<file path="src/hw/rtl/slx_pkg.sv">
package slx_pkg;

  // Token kinds
  localparam logic [5:0] K_EOF    = 6'd0;
  localparam logic [5:0] K_INT    = 6'd1;
  localparam logic [5:0] K_STR    = 6'd2;
  localparam logic [5:0] K_IDENT  = 6'd3;
  localparam logic [5:0] K_KEY0   = 6'd4;
  localparam logic [5:0] K_LPAREN = 6'd17;
  localparam logic [5:0] K_RPAREN = 6'd18;
  localparam logic [5:0] K_LBRACK = 6'd19;
  localparam logic [5:0] K_RBRACK = 6'd20;
  localparam logic [5:0] K_LBRACE = 6'd21;
  localparam logic [5:0] K_RBRACE = 6'd22;
  localparam logic [5:0] K_ASSIGN = 6'd23;
  localparam logic [5:0] K_COMMA  = 6'd24;
  localparam logic [5:0] K_SEMI   = 6'd25;
  localparam logic [5:0] K_ADD    = 6'd26;
  localparam logic [5:0] K_SUB    = 6'd27;
  localparam logic [5:0] K_MUL    = 6'd28;
  localparam logic [5:0] K_DIV    = 6'd29;
  localparam logic [5:0] K_MOD    = 6'd30;
  localparam logic [5:0] K_NOT    = 6'd31;
  localparam logic [5:0] K_LTH    = 6'd32;
  localparam logic [5:0] K_GTH    = 6'd33;
  localparam logic [5:0] K_LEQ    = 6'd34;
  localparam logic [5:0] K_GEQ    = 6'd35;
  localparam logic [5:0] K_EQL    = 6'd36;
  localparam logic [5:0] K_NEQ    = 6'd37;

  // Error codes
  localparam logic [3:0] E_NONE       = 4'd0;
  localparam logic [3:0] E_AFTER_INT  = 4'd1;
  localparam logic [3:0] E_HEX        = 4'd2;
  localparam logic [3:0] E_UNTERM_STR = 4'd3;
  localparam logic [3:0] E_ESCAPE     = 4'd4;
  localparam logic [3:0] E_CHAR_LONG  = 4'd5;
  localparam logic [3:0] E_COMMENT    = 4'd6;
  localparam logic [3:0] E_BAD_START  = 4'd7;
  localparam logic [3:0] E_IDENT_LONG = 4'd8;

  localparam int NUM_KW = 13;
  localparam logic [23:0] LINE_MAX = 24'hFFFFFF;

  // Default sizes
  localparam int IDENT_MAX_DEF         = 32;
  localparam int CHARLIT_MAX_DEF       = 8;
  localparam int COMMENT_DEPTH_MAX_DEF = 255;

  typedef enum logic [2:0] {
    M_IDLE, M_HELD, M_INT, M_IDENT, M_STR, M_LINE, M_BLOCK
  } mode_t;

  typedef enum logic [2:0] {
    C_WAIT, C_STEP, C_START, C_FRD, C_FEMIT, C_HALT
  } ctl_state_t;

  typedef struct packed {
    logic load;
    logic step;
    logic start;
    logic flush_emit;
  } cmd_t;

  typedef struct packed {
    logic out_free;
    logic step_fail;
    logic step_start;
    logic step_flush;
    logic start_fail;
    logic flush_last;
  } sts_t;

  typedef struct packed {
    logic [5:0]         kind;
    logic signed [63:0] number;
    logic [7:0]         char_out;
    logic               char_valid;
    logic               last;
    logic [3:0]         error_code;
    logic [23:0]        line;
  } item_t;

  function automatic logic is_digit(logic [7:0] b);
    return b >= "0" && b <= "9";
  endfunction

  function automatic logic is_alpha(logic [7:0] b);
    return (b >= "a" && b <= "z") || (b >= "A" && b <= "Z");
  endfunction

  function automatic logic is_space(logic [7:0] b);
    return b == " " || (b >= 8'd9 && b <= 8'd13);
  endfunction

  // {valid, value}
  function automatic logic [4:0] hex_val(logic [7:0] b);
    logic [7:0] d;
    d = 8'h00;
    if (is_digit(b)) begin
      d = b - "0";
      return {1'b1, d[3:0]};
    end
    if (b >= "a" && b <= "f") begin
      d = b - "a" + 8'd10;
      return {1'b1, d[3:0]};
    end
    if (b >= "A" && b <= "F") begin
      d = b - "A" + 8'd10;
      return {1'b1, d[3:0]};
    end
    return 5'd0;
  endfunction

  // Zero when b is not a lone punctuation byte
  function automatic logic [5:0] single_kind(logic [7:0] b);
    logic [5:0] k;
    k = K_EOF;
    unique case (b)
      "(": k = K_LPAREN;
      ")": k = K_RPAREN;
      "[": k = K_LBRACK;
      "]": k = K_RBRACK;
      "{": k = K_LBRACE;
      "}": k = K_RBRACE;
      ",": k = K_COMMA;
      ";": k = K_SEMI;
      "*": k = K_MUL;
      "%": k = K_MOD;
      default: k = K_EOF;
    endcase
    return k;
  endfunction

  function automatic logic [63:0] kw_text(int k);
    logic [63:0] s;
    s = 64'd0;
    unique case (k)
      0:  s = "true";
      1:  s = "false";
      2:  s = "null";
      3:  s = "global";
      4:  s = "extern";
      5:  s = "local";
      6:  s = "function";
      7:  s = "if";
      8:  s = "else";
      9:  s = "while";
      10: s = "break";
      11: s = "continue";
      12: s = "return";
      default: s = 64'd0;
    endcase
    return s;
  endfunction

  function automatic logic [3:0] kw_len(int k);
    logic [3:0] n;
    n = 4'd0;
    unique case (k)
      0, 2, 8:       n = 4'd4;
      1, 5, 9, 10:   n = 4'd5;
      3, 4, 12:      n = 4'd6;
      6, 11:         n = 4'd8;
      7:             n = 4'd2;
      default:       n = 4'd0;
    endcase
    return n;
  endfunction

  // Character p of keyword k; first character is p = 0
  function automatic logic [7:0] kw_char(int k, logic [2:0] p);
    logic [63:0] s;
    int          n;
    s = kw_text(k);
    n = int'(kw_len(k));
    if (int'(p) >= n) return 8'd0;
    return s[8*(n-1-int'(p)) +: 8];
  endfunction

endpackage

</file>
<file path="src/hw/rtl/slx_in_if.sv">
interface slx_in_if;
  logic       valid;
  logic       ready;
  logic [7:0] char_in;

  modport source (output valid, output char_in, input ready);
  modport sink (input valid, input char_in, output ready);
endinterface

</file>
<file path="src/hw/rtl/slx_out_if.sv">
interface slx_out_if;
  logic               valid;
  logic               ready;
  logic [5:0]         kind;
  logic signed [63:0] number;
  logic [7:0]         char_out;
  logic               char_valid;
  logic               last;
  logic [3:0]         error_code;
  logic [23:0]        line;

  modport source (output valid, output kind, output number, output char_out,
                  output char_valid, output last, output error_code, output line,
                  input ready);
  modport sink (input valid, input kind, input number, input char_out,
                input char_valid, input last, input error_code, input line,
                output ready);
endinterface

</file>
<file path="src/hw/rtl/slx_ram.sv">
module slx_ram #(
  parameter int WIDTH = 8,
  parameter int DEPTH = 32
) (
  input  logic                     clk,
  input  logic                     we,
  input  logic [$clog2(DEPTH)-1:0] waddr,
  input  logic [WIDTH-1:0]         wdata,
  input  logic [$clog2(DEPTH)-1:0] raddr,
  output logic [WIDTH-1:0]         rdata
);
  logic [WIDTH-1:0] mem [DEPTH];

  always_ff @(posedge clk) begin
    if (we) mem[waddr] <= wdata;
    rdata <= mem[raddr];
  end
endmodule

</file>
<file path="src/hw/rtl/slx_ctrl.sv">
module slx_ctrl (
  input  logic          clk,
  input  logic          rst,
  input  logic          in_valid,
  output logic          in_ready,
  input  slx_pkg::sts_t sts,
  output slx_pkg::cmd_t cmd
);
  slx_pkg::ctl_state_t state, state_next;

  always_ff @(posedge clk) begin
    if (rst) state <= slx_pkg::C_WAIT;
    else     state <= state_next;
  end

  // Sequencing: take byte, run mode step, then optional flush and token start
  always_comb begin
    state_next = state;
    cmd        = '0;
    in_ready   = 1'b0;
    unique case (state)
      slx_pkg::C_WAIT: begin
        in_ready = !rst;
        if (in_valid && !rst) begin
          cmd.load   = 1'b1;
          state_next = slx_pkg::C_STEP;
        end
      end
      slx_pkg::C_STEP: begin
        if (sts.out_free) begin
          cmd.step = 1'b1;
          priority if (sts.step_fail)  state_next = slx_pkg::C_HALT;
          else if (sts.step_flush)     state_next = slx_pkg::C_FRD;
          else if (sts.step_start)     state_next = slx_pkg::C_START;
          else                         state_next = slx_pkg::C_WAIT;
        end
      end
      slx_pkg::C_START: begin
        if (sts.out_free) begin
          cmd.start  = 1'b1;
          state_next = sts.start_fail ? slx_pkg::C_HALT : slx_pkg::C_WAIT;
        end
      end
      slx_pkg::C_FRD: state_next = slx_pkg::C_FEMIT;
      slx_pkg::C_FEMIT: begin
        if (sts.out_free) begin
          cmd.flush_emit = 1'b1;
          state_next     = sts.flush_last ? slx_pkg::C_START : slx_pkg::C_FRD;
        end
      end
      // Halted: bytes are still taken and dropped without any result
      slx_pkg::C_HALT: begin
        in_ready   = !rst;
        state_next = slx_pkg::C_HALT;
      end
      default: state_next = slx_pkg::C_WAIT;
    endcase
  end
endmodule

</file>
<file path="src/hw/rtl/slx_datapath.sv">
module slx_datapath #(
  parameter int IDENT_MAX         = slx_pkg::IDENT_MAX_DEF,
  parameter int CHARLIT_MAX       = slx_pkg::CHARLIT_MAX_DEF,
  parameter int COMMENT_DEPTH_MAX = slx_pkg::COMMENT_DEPTH_MAX_DEF
) (
  input  logic           clk,
  input  logic           rst,
  input  slx_pkg::cmd_t  cmd,
  output slx_pkg::sts_t  sts,
  input  logic [7:0]     char_in,
  input  logic           out_ready,
  output logic           out_valid,
  output slx_pkg::item_t out_item
);
  localparam int LW = $clog2(IDENT_MAX + 1);
  localparam int AW = $clog2(IDENT_MAX);
  localparam int DW = $clog2(COMMENT_DEPTH_MAX + 1);

  typedef struct packed {
    slx_pkg::mode_t          mode;
    logic [7:0]              held;
    logic                    hvalid;
    logic [63:0]             acc;
    logic                    neg;
    logic [DW-1:0]           depth;
    logic                    sq;
    logic [1:0]              esc;
    logic [3:0]              hexh;
    logic [LW-1:0]           ilen;
    logic [3:0]              lcount;
    logic [slx_pkg::NUM_KW-1:0] kwm;
    logic [23:0]             line;
  } lex_t;

  // State after reset: idle, line one, everything else clear
  localparam lex_t LEX_RESET = '{
    mode: slx_pkg::M_IDLE, held: '0, hvalid: 1'b0, acc: '0, neg: 1'b0,
    depth: '0, sq: 1'b0, esc: '0, hexh: '0, ilen: '0, lcount: '0, kwm: '0,
    line: 24'd1
  };

  lex_t              r, ns, nt;
  logic [7:0]        b;
  logic [LW-1:0]     fidx;
  logic [7:0]        ram_q;

  slx_pkg::item_t    si, ti, fi;
  logic              sv, s_start, s_flush, s_fail, s_we;
  logic              tv, t_fail, t_we;
  logic [3:0]        s_err, t_err;
  logic [4:0]        hx;
  logic              sc_do;
  logic [7:0]        sc_val;
  logic              pair;
  logic [DW-1:0]     dec_depth;
  logic [5:0]        sk;
  logic              kw_hit;
  logic [5:0]        kw_kind;

  // Narrow keyword candidates by the character at position p
  function automatic logic [slx_pkg::NUM_KW-1:0] kw_next(logic [slx_pkg::NUM_KW-1:0] m,
                                                          logic [LW-1:0] p,
                                                          logic [7:0] c);
    logic [slx_pkg::NUM_KW-1:0] n;
    n = '0;
    for (int k = 0; k < slx_pkg::NUM_KW; k++) begin
      n[k] = m[k] && (p < LW'(slx_pkg::kw_len(k))) &&
             (slx_pkg::kw_char(k, p[2:0]) == c);
    end
    return n;
  endfunction

  // Keyword match at end of identifier
  always_comb begin
    kw_hit  = 1'b0;
    kw_kind = slx_pkg::K_EOF;
    for (int k = slx_pkg::NUM_KW - 1; k >= 0; k--) begin
      if (r.kwm[k] && LW'(slx_pkg::kw_len(k)) == r.ilen) begin
        kw_hit  = 1'b1;
        kw_kind = 6'(int'(slx_pkg::K_KEY0) + k);
      end
    end
  end

  // One byte in the current mode
  always_comb begin
    ns        = r;
    sv        = 1'b0;
    si        = '0;
    si.last   = 1'b1;
    si.line   = r.line;
    s_start   = 1'b0;
    s_flush   = 1'b0;
    s_fail    = 1'b0;
    s_we      = 1'b0;
    s_err     = slx_pkg::E_NONE;
    hx        = slx_pkg::hex_val(b);
    sc_do     = 1'b0;
    sc_val    = 8'd0;
    pair      = 1'b0;
    dec_depth = (r.depth != '0) ? r.depth - DW'(1) : '0;
    unique case (r.mode)
      slx_pkg::M_HELD: begin
        ns.hvalid = 1'b0;
        ns.held   = 8'd0;
        ns.mode   = slx_pkg::M_IDLE;
        priority if (r.held == "/") begin
          priority if (b == "/") ns.mode = slx_pkg::M_LINE;
          else if (b == "*") begin
            ns.depth = DW'(1);
            ns.mode  = slx_pkg::M_BLOCK;
          end else begin
            sv = 1'b1; si.kind = slx_pkg::K_DIV; s_start = 1'b1;
          end
        end else if (r.held == "=" || r.held == "!" || r.held == "<" || r.held == ">") begin
          sv = 1'b1;
          if (b == "=") begin
            priority if (r.held == "=") si.kind = slx_pkg::K_EQL;
            else if (r.held == "!")     si.kind = slx_pkg::K_NEQ;
            else if (r.held == "<")     si.kind = slx_pkg::K_LEQ;
            else                        si.kind = slx_pkg::K_GEQ;
          end else begin
            s_start = 1'b1;
            priority if (r.held == "=") si.kind = slx_pkg::K_ASSIGN;
            else if (r.held == "!")     si.kind = slx_pkg::K_NOT;
            else if (r.held == "<")     si.kind = slx_pkg::K_LTH;
            else                        si.kind = slx_pkg::K_GTH;
          end
        end else if (r.held == "+" || r.held == "-") begin
          if (slx_pkg::is_digit(b)) begin
            ns.acc  = {56'd0, b - "0"};
            ns.neg  = (r.held == "-");
            ns.mode = slx_pkg::M_INT;
          end else begin
            sv = 1'b1; s_start = 1'b1;
            si.kind = (r.held == "+") ? slx_pkg::K_ADD : slx_pkg::K_SUB;
          end
        end else begin
          s_start = 1'b1;
        end
      end
      slx_pkg::M_INT: begin
        priority if (slx_pkg::is_digit(b)) begin
          ns.acc = (r.acc << 3) + (r.acc << 1) + {56'd0, b - "0"};
        end else if (slx_pkg::is_alpha(b) || b == "_") begin
          s_fail = 1'b1; s_err = slx_pkg::E_AFTER_INT;
        end else begin
          sv = 1'b1; s_start = 1'b1;
          si.kind   = slx_pkg::K_INT;
          si.number = r.neg ? -r.acc : r.acc;
          ns.mode   = slx_pkg::M_IDLE;
        end
      end
      slx_pkg::M_IDENT: begin
        if (slx_pkg::is_alpha(b) || slx_pkg::is_digit(b) || b == "_") begin
          if (r.ilen >= LW'(IDENT_MAX)) begin
            s_fail = 1'b1; s_err = slx_pkg::E_IDENT_LONG;
          end else begin
            s_we    = 1'b1;
            ns.ilen = r.ilen + LW'(1);
            ns.kwm  = kw_next(r.kwm, r.ilen, b);
          end
        end else begin
          ns.mode = slx_pkg::M_IDLE;
          s_start = 1'b1;
          if (kw_hit) begin
            sv = 1'b1; si.kind = kw_kind;
          end else begin
            s_flush = 1'b1;
          end
        end
      end
      slx_pkg::M_STR: begin
        if (b == 8'd0) begin
          s_fail = 1'b1; s_err = slx_pkg::E_UNTERM_STR;
        end else begin
          unique case (r.esc)
            2'd0: begin
              priority if (b == (r.sq ? 8'h27 : 8'h22)) begin
                sv = 1'b1;
                if (r.sq) begin
                  si.kind = slx_pkg::K_INT; si.number = r.acc;
                end else begin
                  si.kind = slx_pkg::K_STR;
                end
                ns.mode = slx_pkg::M_IDLE;
              end else if (b == "\\") begin
                ns.esc = 2'd1;
              end else begin
                sc_do = 1'b1; sc_val = b;
              end
            end
            2'd1: begin
              ns.esc = 2'd0;
              sc_do  = 1'b1;
              unique case (b)
                8'h27, 8'h22, "\\": sc_val = b;
                "n": sc_val = 8'h0A;
                "t": sc_val = 8'h09;
                "r": sc_val = 8'h0D;
                "f": sc_val = 8'h0C;
                "0": sc_val = 8'h00;
                "x": begin sc_do = 1'b0; ns.esc = 2'd2; end
                default: begin
                  sc_do = 1'b0; s_fail = 1'b1; s_err = slx_pkg::E_ESCAPE;
                end
              endcase
            end
            2'd2: begin
              if (!hx[4]) begin
                s_fail = 1'b1; s_err = slx_pkg::E_HEX;
              end else begin
                ns.hexh = hx[3:0]; ns.esc = 2'd3;
              end
            end
            default: begin
              if (!hx[4]) begin
                s_fail = 1'b1; s_err = slx_pkg::E_HEX;
              end else begin
                ns.esc = 2'd0; sc_do = 1'b1; sc_val = {r.hexh, hx[3:0]};
              end
            end
          endcase
          // Decoded string character or packed char literal byte
          if (sc_do) begin
            priority if (!r.sq) begin
              sv = 1'b1;
              si.kind = slx_pkg::K_STR; si.char_out = sc_val;
              si.char_valid = 1'b1; si.last = 1'b0;
            end else if (r.lcount >= 4'(CHARLIT_MAX)) begin
              s_fail = 1'b1; s_err = slx_pkg::E_CHAR_LONG;
            end else begin
              ns.acc    = r.acc | ({56'd0, sc_val} << {r.lcount[2:0], 3'b000});
              ns.lcount = r.lcount + 4'd1;
            end
          end
        end
      end
      slx_pkg::M_LINE: begin
        ns.mode = slx_pkg::M_IDLE;
        priority if (b == 8'd0) s_start = 1'b1;
        else if (b != 8'h0A)    ns.mode = slx_pkg::M_LINE;
        else                    ns.mode = slx_pkg::M_IDLE;
      end
      slx_pkg::M_BLOCK: begin
        if (b == 8'd0) begin
          s_fail = 1'b1; s_err = slx_pkg::E_COMMENT;
        end else begin
          if (r.hvalid) begin
            ns.hvalid = 1'b0;
            ns.held   = 8'd0;
            priority if (r.held == "/" && b == "*") begin
              pair = 1'b1;
              if (r.depth >= DW'(COMMENT_DEPTH_MAX)) begin
                s_fail = 1'b1; s_err = slx_pkg::E_COMMENT;
              end else begin
                ns.depth = r.depth + DW'(1);
              end
            end else if (r.held == "*" && b == "/") begin
              pair     = 1'b1;
              ns.depth = dec_depth;
              if (dec_depth == '0) ns.mode = slx_pkg::M_IDLE;
            end else begin
              pair = 1'b0;
            end
          end
          if (!pair && (b == "/" || b == "*")) begin
            ns.held = b; ns.hvalid = 1'b1;
          end
        end
      end
      default: s_start = 1'b1;
    endcase
    // Error item overrides anything formed above
    if (s_fail) begin
      sv = 1'b1;
      si = '0;
      si.last = 1'b1;
      si.error_code = s_err;
      si.line = r.line;
      s_start = 1'b0;
      s_flush = 1'b0;
    end
  end

  // Token start on byte b
  always_comb begin
    nt        = r;
    nt.mode   = slx_pkg::M_IDLE;
    tv        = 1'b0;
    ti        = '0;
    ti.last   = 1'b1;
    ti.line   = r.line;
    t_fail    = 1'b0;
    t_we      = 1'b0;
    t_err     = slx_pkg::E_NONE;
    sk        = slx_pkg::single_kind(b);
    priority if (b == 8'd0) begin
      tv = 1'b1; ti.kind = slx_pkg::K_EOF; nt.line = 24'd1;
    end else if (slx_pkg::is_space(b)) begin
      nt.mode = slx_pkg::M_IDLE;
    end else if (b == "#") begin
      nt.mode = slx_pkg::M_LINE;
    end else if (b == "/" || b == "=" || b == "!" || b == "<" || b == ">" ||
                 b == "+" || b == "-") begin
      nt.held = b; nt.hvalid = 1'b1; nt.mode = slx_pkg::M_HELD;
    end else if (sk != slx_pkg::K_EOF) begin
      tv = 1'b1; ti.kind = sk;
    end else if (slx_pkg::is_digit(b)) begin
      nt.acc = {56'd0, b - "0"}; nt.neg = 1'b0; nt.mode = slx_pkg::M_INT;
    end else if (slx_pkg::is_alpha(b) || b == "_") begin
      t_we    = 1'b1;
      nt.ilen = LW'(1);
      nt.kwm  = kw_next('1, '0, b);
      nt.mode = slx_pkg::M_IDENT;
    end else if (b == 8'h27 || b == 8'h22) begin
      nt.sq = (b == 8'h27); nt.lcount = 4'd0; nt.acc = 64'd0; nt.esc = 2'd0;
      nt.mode = slx_pkg::M_STR;
    end else begin
      t_fail = 1'b1; t_err = slx_pkg::E_BAD_START;
      tv = 1'b1; ti.kind = slx_pkg::K_EOF; ti.error_code = t_err;
    end
  end

  // Identifier character replay
  always_comb begin
    fi            = '0;
    fi.kind       = slx_pkg::K_IDENT;
    fi.char_out   = ram_q;
    fi.char_valid = 1'b1;
    fi.last       = (fidx + LW'(1) == r.ilen);
    fi.line       = r.line;
  end

  slx_ram #(.WIDTH(8), .DEPTH(IDENT_MAX)) u_ident_ram (
    .clk   (clk),
    .we    ((cmd.step && s_we) || (cmd.start && t_we)),
    .waddr (cmd.start ? '0 : r.ilen[AW-1:0]),
    .wdata (b),
    .raddr (fidx[AW-1:0]),
    .rdata (ram_q)
  );

  assign sts.out_free   = !out_valid || out_ready;
  assign sts.step_fail  = s_fail;
  assign sts.step_start = s_start;
  assign sts.step_flush = s_flush;
  assign sts.start_fail = t_fail;
  assign sts.flush_last = fi.last;

  // Byte latch, lexer state and line count
  always_ff @(posedge clk) begin
    if (cmd.load) b <= char_in;
    if (rst) begin
      r        <= LEX_RESET;
      fidx     <= '0;
    end else begin
      if (cmd.load && char_in == 8'h0A && r.line != slx_pkg::LINE_MAX)
        r.line <= r.line + 24'd1;
      if (cmd.step)  r <= ns;
      if (cmd.start) r <= nt;
      if (cmd.step && s_flush) fidx <= '0;
      if (cmd.flush_emit)      fidx <= fidx + LW'(1);
    end
  end

  // Output register
  always_ff @(posedge clk) begin
    if (rst) begin
      out_valid <= 1'b0;
    end else if (cmd.step && sv) begin
      out_valid <= 1'b1;
    end else if (cmd.start && tv) begin
      out_valid <= 1'b1;
    end else if (cmd.flush_emit) begin
      out_valid <= 1'b1;
    end else if (out_ready) begin
      out_valid <= 1'b0;
    end
  end

  always_ff @(posedge clk) begin
    priority if (cmd.step && sv) out_item <= si;
    else if (cmd.start && tv)    out_item <= ti;
    else if (cmd.flush_emit)     out_item <= fi;
    else                         out_item <= out_item;
  end
endmodule

</file>
<file path="src/hw/rtl/source_code_lexer.sv">
// Streaming tokenizer for a small scripting language.
// in_ch carries one source byte per transfer (char_in); byte 0 ends the text,
// emits an EOF item and returns the line count to one.
// out_ch carries result items: kind, number, char_out, char_valid, last,
// error_code and line. A token ends with an item that has last set.
// A byte inside a token, string or comment is latched and then taken through a
// mode step; a byte that arrives between tokens, or that closes a token, is
// then also taken through a token start. An identifier that is not a keyword
// replays its characters from the buffer RAM (registered read, then output),
// one item per character, before the token start.
// The next byte is taken once the previous one is fully processed; the
// output register lets the last result wait.
// If the receiver stalls, each mode step, token start or replayed character
// waits while the output register is still full; no item is dropped.
// Reset (rst, synchronous) clears all lexer state and sets the line to one;
// there is no clearing pass. An error emits one item with its code and line;
// after that each byte is still taken, one per cycle, but dropped without
// any result until reset.
module source_code_lexer #(
  parameter int IDENT_MAX         = slx_pkg::IDENT_MAX_DEF,
  parameter int CHARLIT_MAX       = slx_pkg::CHARLIT_MAX_DEF,
  parameter int COMMENT_DEPTH_MAX = slx_pkg::COMMENT_DEPTH_MAX_DEF
) (
  input logic     clk,
  input logic     rst,
  slx_in_if.sink  in_ch,
  slx_out_if.source out_ch
);
  slx_pkg::cmd_t  cmd;
  slx_pkg::sts_t  sts;
  slx_pkg::item_t item;
  logic           ovalid;

  slx_ctrl u_ctrl (
    .clk      (clk),
    .rst      (rst),
    .in_valid (in_ch.valid),
    .in_ready (in_ch.ready),
    .sts      (sts),
    .cmd      (cmd)
  );

  slx_datapath #(
    .IDENT_MAX         (IDENT_MAX),
    .CHARLIT_MAX       (CHARLIT_MAX),
    .COMMENT_DEPTH_MAX (COMMENT_DEPTH_MAX)
  ) u_dp (
    .clk       (clk),
    .rst       (rst),
    .cmd       (cmd),
    .sts       (sts),
    .char_in   (in_ch.char_in),
    .out_ready (out_ch.ready),
    .out_valid (ovalid),
    .out_item  (item)
  );

  assign out_ch.valid      = ovalid;
  assign out_ch.kind       = item.kind;
  assign out_ch.number     = item.number;
  assign out_ch.char_out   = item.char_out;
  assign out_ch.char_valid = item.char_valid;
  assign out_ch.last       = item.last;
  assign out_ch.error_code = item.error_code;
  assign out_ch.line       = item.line;
endmodule
</file>
<file path="src/flat_wrapper.sv">
// flat-port wrapper written by rule: the top's interface ports become plain ports
module source_code_lexer_flat 
#(
  parameter int IDENT_MAX         = slx_pkg::IDENT_MAX_DEF,
  parameter int CHARLIT_MAX       = slx_pkg::CHARLIT_MAX_DEF,
  parameter int COMMENT_DEPTH_MAX = slx_pkg::COMMENT_DEPTH_MAX_DEF
)
  (clk, rst, in_ch_valid, in_ch_char_in, in_ch_ready, out_ch_valid, out_ch_kind, out_ch_number, out_ch_char_out, out_ch_char_valid, out_ch_last, out_ch_error_code, out_ch_line, out_ch_ready);
  slx_in_if in_ch_i ();
  slx_out_if out_ch_i ();
  input logic clk;
  input logic rst;
  input wire logic [$bits(in_ch_i.valid)-1:0] in_ch_valid;
  input wire logic [$bits(in_ch_i.char_in)-1:0] in_ch_char_in;
  output wire logic [$bits(in_ch_i.ready)-1:0] in_ch_ready;
  output wire logic [$bits(out_ch_i.valid)-1:0] out_ch_valid;
  output wire logic [$bits(out_ch_i.kind)-1:0] out_ch_kind;
  output wire logic [$bits(out_ch_i.number)-1:0] out_ch_number;
  output wire logic [$bits(out_ch_i.char_out)-1:0] out_ch_char_out;
  output wire logic [$bits(out_ch_i.char_valid)-1:0] out_ch_char_valid;
  output wire logic [$bits(out_ch_i.last)-1:0] out_ch_last;
  output wire logic [$bits(out_ch_i.error_code)-1:0] out_ch_error_code;
  output wire logic [$bits(out_ch_i.line)-1:0] out_ch_line;
  input wire logic [$bits(out_ch_i.ready)-1:0] out_ch_ready;
  assign in_ch_i.valid = in_ch_valid;
  assign in_ch_i.char_in = in_ch_char_in;
  assign in_ch_ready = in_ch_i.ready;
  assign out_ch_valid = out_ch_i.valid;
  assign out_ch_kind = out_ch_i.kind;
  assign out_ch_number = out_ch_i.number;
  assign out_ch_char_out = out_ch_i.char_out;
  assign out_ch_char_valid = out_ch_i.char_valid;
  assign out_ch_last = out_ch_i.last;
  assign out_ch_error_code = out_ch_i.error_code;
  assign out_ch_line = out_ch_i.line;
  assign out_ch_i.ready = out_ch_ready;
  source_code_lexer #(.IDENT_MAX(IDENT_MAX), .CHARLIT_MAX(CHARLIT_MAX), .COMMENT_DEPTH_MAX(COMMENT_DEPTH_MAX)) u_core (.clk(clk), .rst(rst), .in_ch(in_ch_i), .out_ch(out_ch_i));
endmodule
</file>
<file path="config.mk">
export PLATFORM = sky130hd
export DESIGN_NAME = source_code_lexer_flat
export DESIGN_NICKNAME = d
export VERILOG_FILES = /design/src/hw/rtl/slx_pkg.sv /design/src/hw/rtl/slx_in_if.sv /design/src/hw/rtl/slx_out_if.sv /design/src/hw/rtl/slx_ram.sv /design/src/hw/rtl/slx_ctrl.sv /design/src/hw/rtl/slx_datapath.sv /design/src/hw/rtl/source_code_lexer.sv /design/src/flat_wrapper.sv
export SDC_FILE = /design/constraint.sdc
export NUM_CORES = 1
export LEC_CHECK = 0
export ABC_AREA = 1
export BUFFER_PORTS_ARGS = -buffer_cell sky130_fd_sc_hd__buf_2
export CORE_UTILIZATION = 38
export CTS_BUF_LIST = sky130_fd_sc_hd__clkbuf_8 sky130_fd_sc_hd__clkbuf_16
export CTS_CLUSTER_DIAMETER = 50
export DETAILED_ROUTE_END_ITERATION = 8
export SETUP_SLACK_MARGIN = 0.4
export SLEW_MARGIN = 20
export SYNTH_ARGS = -nofsm -noshare
export SYNTH_HDL_FRONTEND = slang
export SYNTH_SLANG_ARGS = --single-unit
</file>
<file path="constraint.sdc">
create_clock -name clk -period 7.8 [get_ports clk]
set_input_delay 0.78 -clock clk [delete_from_list [all_inputs] [get_ports clk]]
set_output_delay 0.78 -clock clk [all_outputs]
set_load 0.03 [all_outputs]
</file>
==> results of run 1 <==
final cells by class:
cell class | instances | area share
timing repair buffer | 158 | 0.0235
multi-input combinational | 3303 | 0.451
sequential | 529 | 0.380
clock inverter | 60 | 0.0152
clock buffer | 76 | 0.0499
inverter | 419 | 0.0418
tap | 1155 | 0.0383
stage by stage:
step	instances	instance area, um2	total power [mW]	util
after floorplan	4420	33600	3.36	-
after global placement	5564	35200	3.50	0.404
after detailed placement	5564	35200	3.50	0.404
after CTS	5700	37700	6.79	0.432
after global routing	5700	37700	6.95	0.432
final	5700	37700	6.76	0.432
routing by layer:
| metal | share of wire | wire (um) | GRT usage | vias to the layer above |
|---|---|---|---|---|
| li1 | - | - | - | 15360 |
| met1 | 0.44 | 54200 | 0.382 | 15481 |
| met2 | 0.44 | 54500 | 0.416 | 1455 |
| met3 | 0.083 | 10200 | 0.0411 | 208 |
| met4 | 0.030 | 3650 | 0.0935 | 8 |
| met5 | 0.00037 | 45 | 0 | - |
flip-flops by register name (all words and copies together) (netlist names):
| register | flops |
|---|---|
| u_core.u_dp.u_ident_ram.mem | 256 |
| u_core.u_dp.nt | 12 |
| u_core.u_dp.u_ident_ram.rdata | 8 |
| u_core.u_dp.out_item | 108 |
| u_core.u_dp.out_valid | 1 |
| u_core.u_dp.fi | 24 |
| u_core.u_dp.b | 8 |
| u_core.u_dp.r | 102 |
| u_core.u_ctrl.state | 3 |
| u_core.u_dp.fidx | 6 |
| u_core.u_dp.ns | 1 |
worst paths after layout:
kind | end | slack [ns] | depth (start not counted)
setup / recovery | u_core.u_dp.r[119]$_SDFFE_PP0P_ | 2.13 | 16
hold / removal | u_core.u_dp.b[5]$_DFFE_PP_ | 0.32 | 1
setup reg to reg | u_core.u_dp.r[119]$_SDFFE_PP0P_ | 2.13 | 16
hold reg to reg | u_core.u_dp.r[134]$_SDFFE_PP0P_ | 0.45 | 2
Yosys cell counts (4+ instances only):
library cell and number:
nand2_1 917, nor2_1 647, o21ai_0 449, inv_1 401, edfxtp_1 372, a21oi_1 342, nand3_1 232, dfxtp_1 157
ha_1 148, clkbuf_1 137, nor3_1 84, nand4_1 82, xor2_1 79, o221ai_1 47, a31oi_1 33, o22ai_1 28
a22oi_1 24, nor4_1 24, o21ai_1 14, buf_2 12, o211ai_1 12, a32oi_1 10, inv_2 10, nand3b_1 10
o21bai_1 10, xnor2_1 10, buf_1 9, a21o_1 8, o21a_1 8, o31ai_1 8, buf_4 7, clkinv_1 7
or2_2 7, a211oi_1 6, a21boi_0 6, fa_1 6, nor2_2 6, o2111ai_1 6, a221oi_1 4, and3_1 4
buf_6 4
where the power goes:
part / switching (mW) / leakage [nW] / internal (mW)
clock network: 1.41 / 1.23 / 1.91
logic: 0.310 / 9.13 / 0.0973
registers: 0.0197 / 4.64 / 3.02
cell families (layout without fill, tap and decap cells):
family,after synthesis,count (layout),share of synthesized area
AND/OR/NAND/NOR,2033,2033,0.253
AO/OA/AOI/OAI,1027,1027,0.171
buffers and inverters,588,713,0.0680
flip-flops,529,529,0.426
adder cells (fa/ha/maj),154,154,0.0587
XOR/XNOR,89,89,0.0232
==> flow_summary.yaml, run 1 <==
detailed_routing:
  postRouteWirelength_um: 123000
  viasPerCell: 5.70
  vias: 32512
  drt_first_pass_iters: 6
  drc: 0
  ant_nets: 0
  avgRoutedWirePerCell_um: 21.5
  drtIter0Drc: 3357
setup_path:
  max_stage_delay_ns: 0.89
  crit_start: "u_core.u_dp.b[4]$_DFFE_PP_"
  start_kind: "flip-flop"
  rr_startpoint: "u_core.u_dp.b[4]$_DFFE_PP_"
  arrival_ns: 6.16
  worstPathCellList: "buf_4 -> clkinv_1 -> ha_1 -> fa_1 -> ha_1 -> nand2_1 -> o21ai_0 -> a21boi_0 -> o21ai_0 -> nand3_1 -> nand3_1 -> nand2_1 -> nand3_1 -> nand2_1 -> nand2_1 -> a21oi_1"
  cp-end-kind: "flip-flop"
  critPathKind: "reg2reg"
  path_buf_inv: 2
  crit_slowest_cell: "clkinv_1"
  cp.required_ns: 8.29
  crit_fanout: 45
  cp_common_cell: "nand2_1"
  critPathTopFamily: "compound AO/OA/AOI/OAI gates"
job:
  drv_cap: 0
power_and_ir_drop:
  vdd_drop_max_mv: 0.138
  leakage_nw: 15.0
  power_density_mw_per_mm2: 180
timing:
  rsz0062_at_grt: "false"
  fmax_mhz: 176
  fin_hold_ws_ns: 0.320
  post-route-period-util: 0.727
  fin_ws_ns: 2.13
  setup_viol: 0
  hold_viol: 0
  tightest_slew_ns: 1.10
  fin_setup_tns_ns: 0
  skew_ns: 0.0501
  period_minus_slack_ns: 5.67
  slew_violations: 0
  slew-limit-headroom: 0.263
grt:
  antenna_found_initial: 4
  grt_start_max_net_pins: 92
  grt_util_all_layers: 0.269
  first_global_vias: 30253
  grt_pass1_wl_um: 186000
  overflow: 0
clock_tree:
  root_buffer: "clkbuf_16"
  ctsHoldBuffers: 0
  clkSlewWorstSetupHoldPaths_ns: 0.06
  cts.path.max_buffers: 3
  h-tree-depth: 3
  cts_tree: "yes"
  worst_skew_pair.late_latency_ns: 0.65
  cts_buffers: 74
  cts_resized: 0
  cts_sinks: 529
  post-cts-setup-buffers: 0
floorplan:
  die_area_mm2: 0.0895
  fp.coreArea_mm2: 0.0872
  die_w_um: 299
  boundaryPins: 122
  rows: 108
  fp.dieH_um: 299
  start_util: 0.385
placed_design:
  io_buffers: 121
  dp_slack_ns: 2.29
  globalplace.congestion: 0.972
  dp_hpwl_um: 89500
finish:
  mostFrequentLayoutCell: "nand2_1"
  final-seq-area_mm2: 0.0143
  n_fill_cell: 8816
  finalNetCount: 4651
  multiInputGateArea_mm2: 0.0170
  mostFrequentLayoutCells: "nand2_1 (916), nor2_1 (644), o21ai_0 (449), inv_1 (414), edfxtp_1 (372)"
  syn2layout_area_growth_pct: 12.3
  drive_above_1_share: 0.0711
  antenna_cells: 0
yosys:
  synth.area.top_cells: "edfxtp_1 (33%), nand2_1 (10%), dfxtp_1 (9.4%)"
  netlist_area_mm2: 0.0336
  yosys_register_bits: 529
  synth_cells: 4420
  synth_nets: 4586
  synth-warning-count: 0
  synth_area_per_cell_um2: 7.59
  yosysSeqAreaShare: 0.426
  ys.flop_type: "edfxtp_1"
  synth_top_cell_area_share: 0.333
  synthArstFlopShare: 0
  ys_types: 63
  synth_edf_count: 372
  synth_top_area_cell: "edfxtp_1"
run_status:
  status: "completed"
worst_hold_path:
  hp-start: "in_ch_char_in[5]"
  hp-class: "in2reg"
Note: power is estimated with default switching activity, not from simulation.
==> run 2: changes to the inputs <==
clock period = 5.5 ns   (was 7.8 ns; I/O delays follow)
==> run 2 against run 1 <==
Effect of this change: sequential power is 42% higher; clock power grew 54%; critical path depth is 1 higher; power rose by 48%; die area is the same; critical path type unchanged; final cell count grew 0.63%; combinational power is 42% higher.
==> flow_summary.yaml, run 2 (synthesis gave the netlist of run 1 again) <==
run_status:
  status: "completed"
floorplan:
  boundaryPins: 122
  fp.coreArea_mm2: 0.0872
  rows: 108
  start_util: 0.385
  die_area_mm2: 0.0895
  die_w_um: 299
  fp.dieH_um: 299
grt:
  grt_pass1_wl_um: 185000
  first_global_vias: 30036
  antenna_found_initial: 3
  grt_start_max_net_pins: 85
  grt_util_all_layers: 0.268
  overflow: 0
finish:
  top_register: "u_core.u_dp.u_ident_ram.mem"
  syn2layout_area_growth_pct: 13.6
  finalNetCount: 4680
  mostFrequentLayoutCells: "nand2_1 (916), nor2_1 (643), o21ai_0 (449), inv_1 (406), edfxtp_1 (372)"
  top_regs: "u_core.u_dp.u_ident_ram.mem x256, u_core.u_dp.out_item x108, u_core.u_dp.r x102"
  largest_reg_flops: 256
  mostFrequentLayoutCell: "nand2_1"
  n_fill_cell: 8919
  drive_above_1_share: 0.0803
timing:
  fin_setup_tns_ns: 0
  post-route-period-util: 0.841
  period_minus_slack_ns: 4.63
  rsz0062_at_grt: "false"
  tightest_slew_ns: 1.09
  hold_viol: 0
  fmax_mhz: 216
  slew_violations: 0
  slew-limit-headroom: 0.265
  setup_viol: 0
  skew_ns: 0.0659
setup_path:
  critPathTopFamily: "simple AND/OR/NAND/NOR gates"
  path_buf_inv: 2
  max_stage_delay_ns: 0.64
  worstPathCellList: "ha_1 -> nand2_1 -> nor2_1 -> nand3_1 -> nand2_1 -> nor2_1 -> nand2_1 -> nand2_1 -> nand3_1 -> nand2_1 -> nor2_1 -> inv_1 -> nand3_1 -> nand3b_4 -> nand2_1 -> nand2_4 -> buf_12"
  cp-end-kind: "flip-flop"
  cp_common_cell: "nand2_1"
  arrival_ns: 4.89
  start_kind: "flip-flop"
  cp.required_ns: 5.76
  crit_fanout: 76
  critPathKind: "reg2reg"
  crit_slowest_cell: "edfxtp_1"
power_and_ir_drop:
  vdd_drop_max_mv: 0.231
  power_density_mw_per_mm2: 262
  leakage_nw: 15.2
  power_mw: 10.0
detailed_routing:
  drt_first_pass_iters: 6
  postRouteWirelength_um: 123000
  ant_nets: 0
  vias: 32616
  viasPerCell: 5.69
  avgRoutedWirePerCell_um: 21.5
  drtIter0Drc: 3812
  drc: 0
clock_tree:
  cts_buffers: 79
  post-cts-setup-buffers: 0
  cts_sinks: 529
  h-tree-depth: 3
  clkSlewWorstSetupHoldPaths_ns: 0.06
  worst_skew_pair.late_latency_ns: 0.66
  root_buffer: "clkbuf_16"
  cts.path.max_buffers: 3
  cts_tree: "yes"
worst_hold_path:
  hp-class: "in2reg"
placed_design:
  globalplace.congestion: 1.01
  io_buffers: 121
  dp_hpwl_um: 89300
job:
  drv_cap: 0
[run 2: changes by cell type in the layout (fill, tap and decap cells not counted), sizes merged]
cell      before  now
clkinv        29   33
diode          0    1
clkbuf        76   83
buf          158  182
bufinv         3    6
clkinvlp       4    6
inv          443  438
[run 2: layer usage]
metal / vias up / track usage / share of wire
met5: - / 0 / 0
met4: 0 / 0.0948 / 0.032
met3: 219 / 0.0436 / 0.088
met2: 1498 / 0.408 / 0.44
met1: 15483 / 0.383 / 0.44
li1: 15416 / - / -
[run 2: path summary, 6_finish.rpt]
| path | slack (ns) | to | startpoint | cells after the start |
|---|---|---|---|---|
| worst min-delay path | 0.1 | u_core.u_dp.b[2]$_DFFE_PP_ | in_ch_char_in[2] | 1 |
| worst max-delay path | 0.87 | u_core.u_dp.out_item[79]$_SDFFCE_PP0P_ | u_core.u_dp.b[5]$_DFFE_PP_ | 17 |
| worst min register to register | 0.44 | u_core.u_dp.r[135]$_SDFFE_PP0P_ | u_core.u_dp.r[135]$_SDFFE_PP0P_ | 2 |
| worst max register to register | 0.87 | u_core.u_dp.out_item[79]$_SDFFCE_PP0P_ | u_core.u_dp.b[5]$_DFFE_PP_ | 17 |
[run 2: per-stage QoR]
| stage | area [um2] | instances | worst slack (ns) | utilization | hold WS, ns |
|---|---|---|---|---|---|
| 3_3_place_gp | 35400 | 5588 | 0.951 | 0.406 | 0.434 |
| 4_1_cts | 38100 | 5735 | 0.799 | 0.437 | 0.0619 |
| 3_5_place_dp | 35400 | 5588 | 0.840 | 0.406 | 0.438 |
| 5_1_grt | 38100 | 5735 | 0.610 | 0.437 | 0.0828 |
| 6_report | 38100 | 5736 | 0.874 | 0.437 | 0.0992 |
| 2_1_floorplan | 33600 | 4420 | 0.595 | - | 0.406 |
[run 2: layout make-up]
type,instances,area (um2),area share
multi-input combinational,3303,17000,0.446
clock buffer,83,2030,0.0533
timing repair buffer,182,1080,0.0283
tap,1155,1450,0.0379
inverter,419,1580,0.0413
clock inverter,64,666,0.0175
antenna,1,2.50,0.0000656
sequential,529,14300,0.376
[run 2: timing repair]
item,in CTS,in global routing
setup endpoints to repair,0,16
hold buffers,0,0
gates resized for setup,0,1
hold endpoints to repair,0,0
[run 2: where the power goes]
group | total [mW] | internal [mW] | leakage (nW) | switching [mW]
Sequential | 4.31 | 4.28 | 4.64 | 0.0311
Clock | 5.11 | 3.04 | 1.34 | 2.07
Combinational | 0.579 | 0.142 | 9.26 | 0.438
Total | 10.0 | 7.46 | 15.2 | 2.54
[run 2: worst reg2reg max path: cells and delay by family, from the launching register on]
family	cells	cell delay, ns
buffers and inverters	2	0.48
adders and majority gates	1	0.31
and+or+nand+nor	14	2.64
DFF	1	0.64
